==> config.mk <==
export PLATFORM = sky130hd
export DESIGN_NAME = oaht_ctrl
export DESIGN_NICKNAME = d
export VERILOG_FILES = /design/src/hdl/oaht_pkg.sv /design/src/hdl/oaht_ctrl.sv
export VERILOG_INCLUDE_DIRS = /design/src /design/src/hdl
export SDC_FILE = /design/constraint.sdc
export NUM_CORES = 1
export LEC_CHECK = 0
export ABC_AREA = 1
export ABC_CLOCK_PERIOD_IN_PS = 1330
export BUFFER_PORTS_ARGS = -buffer_cell sky130_fd_sc_hd__buf_2
export CAP_MARGIN = 10
export CORE_AREA = 2 2 39 41
export CTS_BUF_LIST = sky130_fd_sc_hd__clkbuf_4 sky130_fd_sc_hd__clkbuf_8
export DETAILED_ROUTE_END_ITERATION = 6
export DIE_AREA = 0 0 41 43
export PLACE_DENSITY = 0.78
export SLEW_MARGIN = 20
export SYNTH_ARGS = -nofsm -noshare
export SYNTH_HDL_FRONTEND = slang
export SYNTH_SLANG_ARGS = --single-unit
==> constraint.sdc <==
create_clock -name clk -period 1.33 [get_ports clk]
set_input_delay 0.133 -clock clk [delete_from_list [all_inputs] [get_ports clk]]
set_output_delay 0.133 -clock clk [all_outputs]
set_load 0.05 [all_outputs]
==> src/hdl/open_addressing_hash_table_macros.svh <==
// ----------------------------------------------------------------------------
// open addressing hash table assertion macros
// clocked on clk, disabled while rst_n is low
// ----------------------------------------------------------------------------
`ifndef OPEN_ADDRESSING_HASH_TABLE_MACROS_SVH
`define OPEN_ADDRESSING_HASH_TABLE_MACROS_SVH

// property that must hold at every edge outside reset
`define OAHT_ASSERT(lbl, prop, msg) \
    lbl: assert property (@(posedge clk) disable iff (!rst_n) prop) else $error(msg);

// consequent checked in the cycle after the antecedent
`define OAHT_ASSERT_NEXT(lbl, ante, cons, msg) \
    lbl: assert property (@(posedge clk) disable iff (!rst_n) (ante) |=> (cons)) else $error(msg);

`endif

==> src/hdl/oaht_pkg.sv <==
// ----------------------------------------------------------------------------
// oaht_pkg
// shared constants, codes, command/status types for the hash table
// ----------------------------------------------------------------------------
`default_nettype none

package oaht_pkg;

    localparam int SLOTS      = 1024;
    localparam int SLOT_W     = $clog2(SLOTS);
    localparam int CNT_W      = SLOT_W + 1;
    localparam int KEY_W      = 31;
    localparam int CFG_W      = 11;
    localparam int IDX_W      = 2;
    localparam int REQ_W      = 2;
    localparam int ST_W       = 3;
    localparam int TOTAL_W    = 32;
    localparam int DVS_W      = (CNT_W > CFG_W) ? CNT_W : CFG_W;
    localparam int IN_DATA_W  = ((KEY_W + 7) / 8) * 8;
    localparam int OUT_RAW_W  = SLOT_W + CNT_W + TOTAL_W;
    localparam int OUT_DATA_W = ((OUT_RAW_W + 7) / 8) * 8;

    // request kinds
    localparam logic [REQ_W-1:0] REQ_INSERT = 2'd0;
    localparam logic [REQ_W-1:0] REQ_LOOKUP = 2'd1;
    localparam logic [REQ_W-1:0] REQ_CLEAR  = 2'd2;

    // result status codes
    localparam logic [ST_W-1:0] ST_INSERTED  = 3'd0;
    localparam logic [ST_W-1:0] ST_FULL      = 3'd1;
    localparam logic [ST_W-1:0] ST_FOUND     = 3'd2;
    localparam logic [ST_W-1:0] ST_NOT_FOUND = 3'd3;
    localparam logic [ST_W-1:0] ST_CLEARED   = 3'd4;

    // register indexes
    localparam logic [IDX_W-1:0] CFG_TABLE_SIZE = 2'd0;
    localparam logic [IDX_W-1:0] CFG_SECOND_MOD = 2'd1;
    localparam logic [IDX_W-1:0] CFG_PROBE_MODE = 2'd2;

    localparam logic [CFG_W-1:0] TABLE_SIZE_RST = 11'd1024;
    localparam logic [CFG_W-1:0] SECOND_MOD_RST = 11'd1023;

    // remainder unit operand selection
    typedef logic [1:0] dsel_t;
    localparam dsel_t DSEL_HASH   = 2'd0;
    localparam dsel_t DSEL_SECOND = 2'd1;
    localparam dsel_t DSEL_STEP   = 2'd2;

    typedef struct packed {
        logic              accept;
        logic              div_start;
        dsel_t             div_sel;
        logic              scan_init;
        logic              scan_en;
        logic              wipe_en;
        logic              capture;
        logic              out_load;
        logic [REQ_W-1:0]  op;
    } oaht_cmd_t;

    typedef struct packed {
        logic div_done;
        logic scan_done;
        logic wipe_done;
        logic out_free;
        logic double_mode;
    } oaht_stat_t;

    // slots in use: zero counts as one, clipped to the table depth
    function automatic logic [CNT_W-1:0] used_size(input logic [CFG_W-1:0] ts);
        logic [CNT_W-1:0] r;
        if (ts == '0)
            r = CNT_W'(1);
        else if (int'(ts) > SLOTS)
            r = CNT_W'(SLOTS);
        else
            r = CNT_W'(ts);
        return r;
    endfunction

    // secondary modulus: zero counts as one
    function automatic logic [CFG_W-1:0] used_mod(input logic [CFG_W-1:0] sm);
        return (sm == '0) ? CFG_W'(1) : sm;
    endfunction

endpackage

`default_nettype wire

==> src/hdl/oaht_ctrl.sv <==
// ----------------------------------------------------------------------------
// oaht_ctrl
// request sequencer: hashing, probing, wipe pass and result hand-off
// ----------------------------------------------------------------------------
`default_nettype none
`include "open_addressing_hash_table_macros.svh"

module oaht_ctrl
(
    input  wire logic                          clk,
    input  wire logic                          rst_n,
    input  wire logic                          s_tvalid,
    input  wire logic [oaht_pkg::REQ_W-1:0]    req_type,
    output logic                               s_tready,
    input  wire oaht_pkg::oaht_stat_t          stat,
    output oaht_pkg::oaht_cmd_t                cmd
);

    localparam logic [3:0] S_BOOT     = 4'd0;
    localparam logic [3:0] S_IDLE     = 4'd1;
    localparam logic [3:0] S_DISPATCH = 4'd2;
    localparam logic [3:0] S_DIVA     = 4'd3;
    localparam logic [3:0] S_DIVB     = 4'd4;
    localparam logic [3:0] S_DIVC     = 4'd5;
    localparam logic [3:0] S_PREP     = 4'd6;
    localparam logic [3:0] S_SCAN     = 4'd7;
    localparam logic [3:0] S_WIPE     = 4'd8;
    localparam logic [3:0] S_RESULT   = 4'd9;

    logic [3:0]                  state_reg, state_next;
    logic [oaht_pkg::REQ_W-1:0]  op_reg;

    always_comb
    begin
        state_next    = state_reg;
        s_tready      = (state_reg == S_IDLE);
        cmd           = '0;
        cmd.op        = op_reg;
        cmd.div_sel   = oaht_pkg::DSEL_HASH;
        case (state_reg)
            S_BOOT:
            begin
                cmd.wipe_en = 1'b1;
                if (stat.wipe_done)
                    state_next = S_IDLE;
            end
            S_IDLE:
            begin
                if (s_tvalid)
                begin
                    cmd.accept = 1'b1;
                    if (req_type inside {oaht_pkg::REQ_INSERT, oaht_pkg::REQ_LOOKUP,
                                         oaht_pkg::REQ_CLEAR})
                        state_next = S_DISPATCH;
                end
            end
            S_DISPATCH:
            begin
                case (op_reg)
                    oaht_pkg::REQ_INSERT:
                    begin
                        cmd.div_start = 1'b1;
                        state_next    = S_DIVA;
                    end
                    oaht_pkg::REQ_LOOKUP: state_next = S_PREP;
                    oaht_pkg::REQ_CLEAR:  state_next = S_WIPE;
                    default:              state_next = S_IDLE;
                endcase
            end
            S_DIVA:
            begin
                if (stat.div_done)
                begin
                    if (stat.double_mode)
                    begin
                        cmd.div_start = 1'b1;
                        cmd.div_sel   = oaht_pkg::DSEL_SECOND;
                        state_next    = S_DIVB;
                    end
                    else
                        state_next = S_PREP;
                end
            end
            S_DIVB:
            begin
                if (stat.div_done)
                begin
                    cmd.div_start = 1'b1;
                    cmd.div_sel   = oaht_pkg::DSEL_STEP;
                    state_next    = S_DIVC;
                end
            end
            S_DIVC:
            begin
                if (stat.div_done)
                    state_next = S_PREP;
            end
            S_PREP:
            begin
                cmd.scan_init = 1'b1;
                state_next    = S_SCAN;
            end
            S_SCAN:
            begin
                cmd.scan_en = 1'b1;
                if (stat.scan_done)
                begin
                    cmd.capture = 1'b1;
                    state_next  = S_RESULT;
                end
            end
            S_WIPE:
            begin
                cmd.wipe_en = 1'b1;
                if (stat.wipe_done)
                begin
                    cmd.capture = 1'b1;
                    state_next  = S_RESULT;
                end
            end
            S_RESULT:
            begin
                if (stat.out_free)
                begin
                    cmd.out_load = 1'b1;
                    state_next   = S_IDLE;
                end
            end
            default: state_next = S_IDLE;
        endcase
    end

    always_ff @(posedge clk or negedge rst_n)
    begin
        if (!rst_n)
        begin
            state_reg <= S_BOOT;
            op_reg    <= oaht_pkg::REQ_INSERT;
        end
        else
        begin
            state_reg <= state_next;
            if (cmd.accept)
                op_reg <= req_type;
        end
    end

    `OAHT_ASSERT(a_boot_wiped, $fell(state_reg == S_BOOT) |-> $past(stat.wipe_done), "left boot before wipe pass ended")
    `OAHT_ASSERT_NEXT(a_capture_result, cmd.capture, state_reg == S_RESULT, "captured result not handed to output")

endmodule

`default_nettype wire
==> key figures <==
Final layout
  • Max reg flops: 4
  • Signed area change from the synthesized netlist to the final layout: 92.5%
  • Diode count: 0
  • Net count of the finished layout: 169
  • Fraction of final layout cells with drive strength greater than 1: 0.636
  • Fin area: 0.00125 mm²
  • Cell Count, Final, Fillers Out: 170

Floorplan
  • Placement Rows: 14
  • Starting density of the core: 0.468
  • Area of the core: 0.00138 mm²
  • Total I/O pin count: 22
  • Die footprint: 0.00176 mm²
  • Chip width: 41 µm
  • Y dimension of the die: 43 µm

Drt
  • Final ANT Viol Nets: 0
  • Routed via count divided by cell count: 5.36
  • Number of vias after detailed routing: 911
  • Sum of routed wire length over all layers: 2.72 mm
  • Total iterations of the first detailed-routing run: 4
  • Mean routed wirelength per cell: 16.0 µm
  • Number of design-rule violations left by the first detailed-router iteration: 28
  • DRC Markers: 0

STA
  • Fmax: 641 MHz
  • Final Hold Violating Endpoints: 0
  • Final-report max-slew violation count: 0
  • Transition time at the pin with the least slew margin: 0.256 ns
  • Unrepaired setup endpoints after global routing: yes
  • Period minus WS final: 1.56 ns
  • Layout Skew: 0.00733 ns
  • Max transition margin: 0.829
  • Crit path setup slack, layout: -0.231 ns
  • Post-Route Hold Slack: 0.121 ns
  • Final critical-path share of the clock period: 1.17
  • Final-report setup violation count: 15

Pwr
  • Reported leakage power: 0.704 nW
  • Sw Share: 0.545
  • Share of total power in sequential cells: 0.136
  • Clock network power share: 0.068
  • Part of the power in combinational logic: 0.796
  • Cell Pwr Density: 2570 mW/mm²
  • Switching power: 1.75 mW
  • Largest vdd supply drop: 1.64 mV
  • Internal power: 1.46 mW

Placed design
  • Port Buffers: 21
  • Total placed cells including tap cells: 155
  • Detailed Place HPWL: 1.43 mm
  • Global placer's final weighted congestion: 0.856
  • Instance area at placement: 943 µm²

Clock network
  • Number of levels in the clock H-tree: 1
  • TritonCTS clock tree: yes
  • Deepest clock path buffer count: 2
  • Clock root cell: sky130_fd_sc_hd__clkbuf_4
  • Latest clock arrival within the worst-skew pair: 0.25 ns
  • Clock sink total: 6
  • Clock-pin slew of the registers on the worst-case setup and hold paths: 0.06 ns
  • Clock buffer count from CTS: 3

Synth
  • Number of library cell types mapped by synthesis: 20
  • Flip-flop and latch count after synthesis: 6
  • Cell count after synthesis: 101
  • Largest area contributor in the netlist: sky130_fd_sc_hd__dfrtp_1
  • Average cell area after synthesis: 6.42 µm²
  • Cell area after technology mapping: 648 µm²
  • Synth top area share: 0.232
  • Post-Syn Nets: 115
  • Top cells by area, synth: sky130_fd_sc_hd__dfrtp_1 (23%), sky130_fd_sc_hd__nand2_1 (18%), sky130_fd_sc_hd__nand3_1 (9.3%)
  • Sequential-to-total area share from yosys stat: 0.232
  • Synthesis warning total: 0

Setup path
  • Max stage delay cell, worst path: sky130_fd_sc_hd__dfrtp_2
  • WP data required: 1.20 ns
  • Cells traversed along the worst timing path: buf_6 -> nand2_1 -> nor2_2 -> nand2_1 -> nand3b_1 -> buf_6
  • Max FO, Critical Path: 7
  • Arrival time at the worst endpoint: 1.43 ns
  • Classification of the worst setup path: reg2out
  • Crit. Startpoint: state_reg[1]
  • Reg2reg start: state_reg[2]
  • Worst path max stage delay: 0.49 ns
  • Startpoint types: flip-flop
  • Endpoint class of the critical path: output port

GRT
  • First-pass GRT wire length: 3.44 mm
  • GRT Util Overall: 0.285
  • Number of global-route vias before repair: 846
  • Pin count of the biggest net entering global routing: 8
  • Initial antenna violation count: 0
  • Remaining Overflow, GRT: 0

Outcome
  • Failing checks: negative setup slack
  • Outcome: complete, but fails checks

Min path
  • Type of the most critical hold path: in2reg
  • Hold path startpoint: req_type[0]

Flow run
  • Max-cap violations: 0
[metrics by stage]
stage | setup WS (ns) | util | total power, mW | setup TNS [ns]
floorplan | -0.403 | - | 1.64 | -0.850
global placement | -0.0451 | 0.682 | 2.15 | -0.116
detailed placement | -0.0609 | 0.682 | 2.19 | -0.153
CTS | -0.174 | 0.816 | 2.74 | -1.00
global route | -0.292 | 0.901 | 3.37 | -3.11
finish | -0.231 | 0.901 | 3.21 | -2.32
[worst paths after layout]
kind                                      to  slack, ns  cells past startpoint
worst max-delay path                  cmd[9]      -0.23                      6
worst min-delay path               op_reg[0]       0.12                      3
worst max register to register  state_reg[0]      -0.16                      9
worst min register to register  state_reg[3]       0.62                      2
max in group asynchronous          op_reg[1]       0.93                      2
min in group asynchronous       state_reg[2]       0.23                      2
[cells by family after synthesis]
family | share of synthesized area
compound gates | 0.0367
buf+inv | 0.116
flops | 0.232
simple gates | 0.539
fa+ha+maj | 0.0772
[power groups by stage]
stage	clock [mW]	combinational, mW	sequential (mW)
global route	0.243	2.69	0.436
global placement	0	1.74	0.410
floorplan	0	1.17	0.470
CTS	0.211	2.11	0.420
detailed placement	0	1.77	0.415
finish	0.219	2.55	0.435
[repair_timing]
action / in CTS / in global routing
endpoints found under the hold margin: 6 / 0
resized for setup: 35 / 15
hold buffers: 1 / 0
setup buffers: 6 / 5
endpoints found under the setup margin: 14 / 16
pin swaps: 8 / 8
[metal layers]
layer | track usage | vias up | wire length, µm | part of all wire
met5 | 0 | - | 0 | 0
met4 | 0.0800 | 0 | 114 | 0.042
met3 | 0.0890 | 14 | 154 | 0.057
met2 | 0.494 | 56 | 1440 | 0.53
met1 | 0.312 | 422 | 1010 | 0.37
li1 | - | 419 | - | -
[layout by cell type, fill, tap and decap left out]
| cell type | instances |
|---|---|
| sky130_fd_sc_hd__nand3b_4 | 1 |
| sky130_fd_sc_hd__inv_4 | 1 |
| sky130_fd_sc_hd__nor2_2 | 7 |
| sky130_fd_sc_hd__nand2_2 | 6 |
| sky130_fd_sc_hd__buf_4 | 23 |
| sky130_fd_sc_hd__buf_2 | 11 |
| sky130_fd_sc_hd__clkbuf_4 | 4 |
| sky130_fd_sc_hd__nand2_1 | 26 |
| sky130_fd_sc_hd__nor2_4 | 5 |
| sky130_fd_sc_hd__nand3b_1 | 1 |
| sky130_fd_sc_hd__buf_8 | 2 |
| sky130_fd_sc_hd__nand2_4 | 5 |
| sky130_fd_sc_hd__nand4_1 | 1 |
| sky130_fd_sc_hd__inv_2 | 6 |
| sky130_fd_sc_hd__dlygate4sd3_1 | 1 |
| sky130_fd_sc_hd__nand3_1 | 7 |
| sky130_fd_sc_hd__nand3_2 | 5 |
| sky130_fd_sc_hd__nor3_4 | 1 |
| sky130_fd_sc_hd__o21ai_1 | 2 |
| sky130_fd_sc_hd__nor4_4 | 1 |
| sky130_fd_sc_hd__dfrtp_2 | 5 |
| sky130_fd_sc_hd__buf_12 | 1 |
| sky130_fd_sc_hd__buf_6 | 12 |
| sky130_fd_sc_hd__ha_1 | 4 |
| sky130_fd_sc_hd__dfrtp_1 | 1 |
| sky130_fd_sc_hd__inv_1 | 10 |
| sky130_fd_sc_hd__o21ai_4 | 2 |
| sky130_fd_sc_hd__nor2_1 | 3 |
[area by class of cell]
cell class,count,area [µm²]
clock buffers,4,30.0
fillers,68,136
inverters,17,66.3
multi-input cells,77,552
flip-flops and latches,6,156
well taps,16,20.0
repair buffers,50,423
[worst max-delay path: cells and delay by family (launching register included)]
kind          cells  cell delay [ns]
flops             1             0.49
simple gates      4             0.39
buf+inv           2             0.29
[cells in the mapped netlist, drive strengths merged]
library cell / number
nand2: 37
inv: 17
nor2: 15
nand3: 12
dfrtp: 6
ha: 4
o21ai: 4
nand3b: 2
buf: 1
nand4: 1
nor3: 1
nor4: 1
No activity file was read; power rests on OpenSTA's default activity.
